**config.mk**
```make
export PLATFORM = sky130hd
export DESIGN_NAME = cdpc_rot_cordic
export DESIGN_NICKNAME = d
export VERILOG_FILES = /design/src/sv/cdpc_pkg.sv /design/src/sv/cdpc_rot_cordic.sv
export SDC_FILE = /design/constraint.sdc
export NUM_CORES = 2
export LEC_CHECK = 0
export BUFFER_PORTS_ARGS = -buffer_cell sky130_fd_sc_hd__buf_2
export CORE_ASPECT_RATIO = 1.5
export CORE_MARGIN = 1
export CORE_UTILIZATION = 60
export CTS_CLUSTER_SIZE = 16
export DETAILED_ROUTE_END_ITERATION = 10
export GPL_ROUTABILITY_DRIVEN = 0
export PLACE_DENSITY = 0.87
export SYNTH_ARGS = -nofsm -noshare
export SYNTH_HDL_FRONTEND = slang
export SYNTH_SLANG_ARGS = --single-unit
```
**constraint.sdc**
```tcl
create_clock -name clk -period 8.8 [get_ports clk]
set_input_delay 1.32 -clock clk [delete_from_list [all_inputs] [get_ports clk]]
set_output_delay 1.32 -clock clk [all_outputs]
set_load 0.05 [all_outputs]
```
**src/sv/cdpc_pkg.sv**
```systemverilog
// cdpc_pkg: shared constants, CORDIC arctangent table and register map for the
// cascaded drive power controller. No dependencies.
package cdpc_pkg;

  typedef enum logic [2:0] {
    REG_POWER_LIMIT  = 3'd0,
    REG_SPEED_GAIN   = 3'd1,
    REG_FF_GAIN      = 3'd2,
    REG_MAX_SPEED    = 3'd3,
    REG_PROFILE_RATE = 3'd4
  } cfg_reg_t;

  localparam logic [29:0] CORDIC_INV_GAIN = 30'd652032874;
  localparam logic [30:0] Q30_ONE         = 31'h4000_0000;
  localparam logic [29:0] LN2_Q30         = 30'd744261118;
  localparam logic [21:0] T_SAT           = 22'd2097152;
  // floor(2^46 / LN2_Q30): n estimate is exact or one short
  localparam logic [16:0] RECIP_LN2       = 17'd94548;

  localparam logic [31:0] ATAN_TAB [0:31] = '{
    32'h20000000, 32'h12E4051D, 32'h09FB385B, 32'h051111D4, 32'h028B0D43,
    32'h0145D7E1, 32'h00A2F61E, 32'h00517C55, 32'h0028BE53, 32'h00145F2E,
    32'h000A2F98, 32'h000517CC, 32'h00028BE6, 32'h000145F3, 32'h0000A2F9,
    32'h0000517C, 32'h000028BE, 32'h0000145F, 32'h00000A2F, 32'h00000517,
    32'h0000028B, 32'h00000145, 32'h000000A2, 32'h00000051, 32'h00000028,
    32'h00000014, 32'h0000000A, 32'h00000005, 32'h00000002, 32'h00000001,
    32'h00000000, 32'h00000000
  };

endpackage

```
**src/sv/cdpc_rot_cordic.sv**
```systemverilog
// cdpc_rot_cordic: pipelined rotation CORDIC giving cos and sin (Q4.30) of a
// 16-bit binary angle; quarter turns come out exact. Uses cdpc_pkg.
module cdpc_rot_cordic #(
  parameter int STEPS = 16,
  parameter int TW    = 1
) (
  input  logic               clk,
  input  logic               rst_n,
  input  logic               in_valid,
  input  logic [15:0]        in_angle,
  input  logic [TW-1:0]      in_tag,
  output logic               out_valid,
  output logic signed [33:0] out_cos,
  output logic signed [33:0] out_sin,
  output logic [TW-1:0]      out_tag
);

  localparam int RW = 34;

  logic                 v_r   [0:STEPS];
  logic signed [RW-1:0] x_r   [0:STEPS];
  logic signed [RW-1:0] y_r   [0:STEPS];
  logic signed [RW-1:0] z_r   [0:STEPS];
  logic [1:0]           q_r   [0:STEPS];
  logic                 f_r   [0:STEPS];
  logic [TW-1:0]        tag_r [0:STEPS];

  always_ff @(posedge clk) begin
    if (!rst_n) begin
      v_r[0] <= 1'b0;
    end else begin
      v_r[0] <= in_valid;
    end
  end

  always_ff @(posedge clk) begin
    tag_r[0] <= in_tag;
    q_r[0]   <= in_angle[15:14];
    f_r[0]   <= (in_angle[13:0] == 14'd0);
    x_r[0]   <= $signed({4'b0, cdpc_pkg::CORDIC_INV_GAIN});
    y_r[0]   <= '0;
    z_r[0]   <= $signed({4'b0, in_angle[13:0], 16'b0});
  end

  for (genvar i = 0; i < STEPS; i++) begin : g_step
    logic signed [RW-1:0] xs, ys, at;
    assign xs = x_r[i] >>> i;
    assign ys = y_r[i] >>> i;
    assign at = $signed({2'b0, cdpc_pkg::ATAN_TAB[i]});

    always_ff @(posedge clk) begin
      if (!rst_n) begin
        v_r[i+1] <= 1'b0;
      end else begin
        v_r[i+1] <= v_r[i];
      end
    end

    always_ff @(posedge clk) begin
      tag_r[i+1] <= tag_r[i];
      q_r[i+1]   <= q_r[i];
      f_r[i+1]   <= f_r[i];
      if (z_r[i] >= 0) begin
        x_r[i+1] <= x_r[i] - ys;
        y_r[i+1] <= y_r[i] + xs;
        z_r[i+1] <= z_r[i] - at;
      end else begin
        x_r[i+1] <= x_r[i] + ys;
        y_r[i+1] <= y_r[i] - xs;
        z_r[i+1] <= z_r[i] + at;
      end
    end
  end

  logic signed [RW-1:0] xf, yf;
  assign xf = f_r[STEPS] ? $signed({3'b0, cdpc_pkg::Q30_ONE}) : x_r[STEPS];
  assign yf = f_r[STEPS] ? '0 : y_r[STEPS];

  // quadrant fold-out
  always_comb begin
    case (q_r[STEPS])
      2'd0: begin
        out_cos = xf;
        out_sin = yf;
      end
      2'd1: begin
        out_cos = -yf;
        out_sin = xf;
      end
      2'd2: begin
        out_cos = -xf;
        out_sin = -yf;
      end
      default: begin
        out_cos = yf;
        out_sin = -xf;
      end
    endcase
  end

  assign out_valid = v_r[STEPS];
  assign out_tag   = tag_r[STEPS];

endmodule

```
==> qor.yml <==
sta:
  timing_max_transition_violations_final: 0
  tightestPinTransition_ps: 1392
  final_hold_viol_count: 0
  timing.final.crit_share_pct: 76.61
  setup_viol: 0
  max_slew_margin_pct: 6.546
  fin_crit_ps: 6741
  rsz0062_at_grt: "no"
  worst_hold_slack_ps: 299.6
  finalWorstSetupSlack_ps: 2059
  clock.fmax_mhz: 148.3
  tns_ps: 0
  clock-skew-final_ps: 87.29
synth:
  synthSimpleGateAreaFrac_pct: 16.45
  async_reset_ff_share_pct: 0
  synthAdderAreaFrac_pct: 15.70
  synth_edf_count: 0
  mappedNetlistArea_um2: 111500
  synth_compound_area_share_pct: 23.97
  synth_top_family_by_area: "compound AO/OA/AOI/OAI gates"
  synth-seq-cells: 1480
  synthesis.nets: 14840
  synth_ff_type: "dfxtp_1"
  synthXorXnorAreaFrac_pct: 13.70
  netlist_instances: 13450
  avgSynthCellArea_um2: 8.291
  synth_seq_area_share_pct: 26.58
  yosysUniqueCellTypes: 92
  synth_mux_area_share_pct: 0.8059
  synth_warnings: 0
floorplan:
  fp-row-count: 193
  dieArea_um2: 187600
  core_um2: 184500
  die_h_um: 529.9
  initial_core_util_pct: 60.42
  io_pins: 90
  fp.dieW_um: 353.9
outcome:
  status: "finished clean"
cells_and_area:
  area_delta_synth_final_pct: 7.105
  fin_cells: 15990
  drive_gt1_share_pct: 3.920
  nNetsFinal: 14840
clock_network:
  cts_sinks: 1480
  cts_buffers: 155
  post-cts-setup-buffers: 0
  cts_resized: 0
  cts_buffer_depth: 4
  cts_tree: "done"
  root_buffer: "clkbuf_16"
  cts-htree-levels: 4
  hold_buffers: 0
  clk_latency_ps: 870
  cts.clk_slew.worst_paths_ps: 60
drt:
  vias: 102400
  wl_per_cell_um: 19.92
  first_iter_violations: 7374
  drc_errors: 0
  wl_um: 318500
  via_per_inst: 6.406
  postRouteAntennaNets: 0
  drtPass1Iterations: 9
global_routing:
  gr-usage-all-layers_pct: 32.85
  grt_start_max_net_pins: 99
  grt_pass1_wl_um: 505200
  grt.overflow.total: 0
  antenna_found_initial: 14
  grt_pass1_vias: 100200
setup_path:
  crit_arrival_ps: 7450
  cp-end-kind: "flop"
  crit_fanout: 44
  worstSetupStartpointType: "flop"
  worst-setup-path-type: "reg2reg"
  required_ps: 9510
placement:
  dp_hpwl_um: 243400
  placed_cells: 15720
  place_ws_ps: 2355
  place.port_buffers: 89
flow_run:
  drv_cap: 0
worst_hold_path:
  min_path_type: "reg2reg"
[worst max-delay path, cell delays in order, from the launching register on]
cell	delay (ps)
dfxtp_1	320
inv_1	100
ha_1	200
nor4b_1	150
nand4_1	90
nor2_1	80
nor2_4	710
clkinv_1	1010
buf_4	530
nor2_1	160
xor2_1	80
ha_1	230
a21o_1	160
a21o_1	170
a221o_1	360
and3_1	190
a31o_2	230
o41ai_1	960
o41ai_1	300
a41oi_1	310
a21oi_1	110
xnor2_1	130
[state kept, by name, indices dropped and copies added, names as in the netlist]
name,flops
tag_r,17
q_r,34
v_r,17
f_r,17
x_r,475
y_r,475
z_r,445
[through the flow]
step / utilization, % / cell area, um2
finish: 64.72 / 119400
global route: 64.71 / 119400
CTS: 64.71 / 119400
detailed placement: 61.93 / 114300
global placement: 61.93 / 114300
floorplan: - / 111500
[path summary, 6_finish.rpt]
kind	end	startpoint	cells after the start	slack (ps)
worst max-delay path	y_r[13][33]	z_r[12][33]	21	2060
worst min-delay path	tag_r[0][6]	tag_r[0][5]	0	300
worst max register to register	y_r[13][33]	z_r[12][33]	21	2060
worst min register to register	tag_r[0][6]	tag_r[0][5]	0	300
[cells by family (layout without fill, tap and decap cells)]
group / Yosys count / count (layout)
AO/OA/AOI/OAI: 4187 / 4187
XOR/XNOR: 1744 / 1744
adder cells (fa/ha/maj): 1377 / 1377
buffers and inverters: 829 / 931
flip-flops: 1480 / 1480
multiplexers: 84 / 84
other: 0 / 3
AND/OR/NAND/NOR: 3744 / 3744
[metal layers]
layer  part of all wire (%)  global-route usage, %  vias to the layer above
li1                       -                      -                    48870
met1                     33                  28.97                    47520
met5                  0.054                 0.1026                        -
met4                     11                  31.97                       20
met3                    5.3                  5.599                     1951
met2                     51                  61.96                     4054
[final cells by class]
type	instances	area [um2]
antenna	3	7.507
clock buffer	189	4212
clock inverter	77	905.9
fill	15000	65090
inverter	533	2001
multi-input combinational	11140	78810
sequential	1480	29640
tap	2437	3049
timing repair buffer	132	768.2
[synthesized netlist by cell type, types with 260 or more instances]
cell type	count	area share, %
a21o_1	567	3.8
a21oi_1	1234	5.5
clkbuf_1	260	0.88
dfxtp_1	1480	27
ha_1	1341	15
inv_1	526	1.8
nand2_1	883	3.0
nor2_1	1020	3.4
nor3_1	297	1.3
o21ai_0	872	3.9
xnor2_1	1129	8.9
xor2_1	615	4.8
[placed cells by master, fill, tap and decap left out, types with 297 or more instances in the layout]
| cell | instances |
|---|---|
| inv_1 | 524 |
| dfxtp_1 | 1473 |
| xor2_1 | 615 |
| xnor2_1 | 1129 |
| a21oi_1 | 1234 |
| ha_1 | 1341 |
| nor2_1 | 1011 |
| nand2_1 | 883 |
| nor3_1 | 297 |
| a21o_1 | 567 |
| o21ai_0 | 872 |
Power is left out: the tool's default activity adds up to more than one toggle a clock period on the data nets, which glitch-free logic cannot reach.
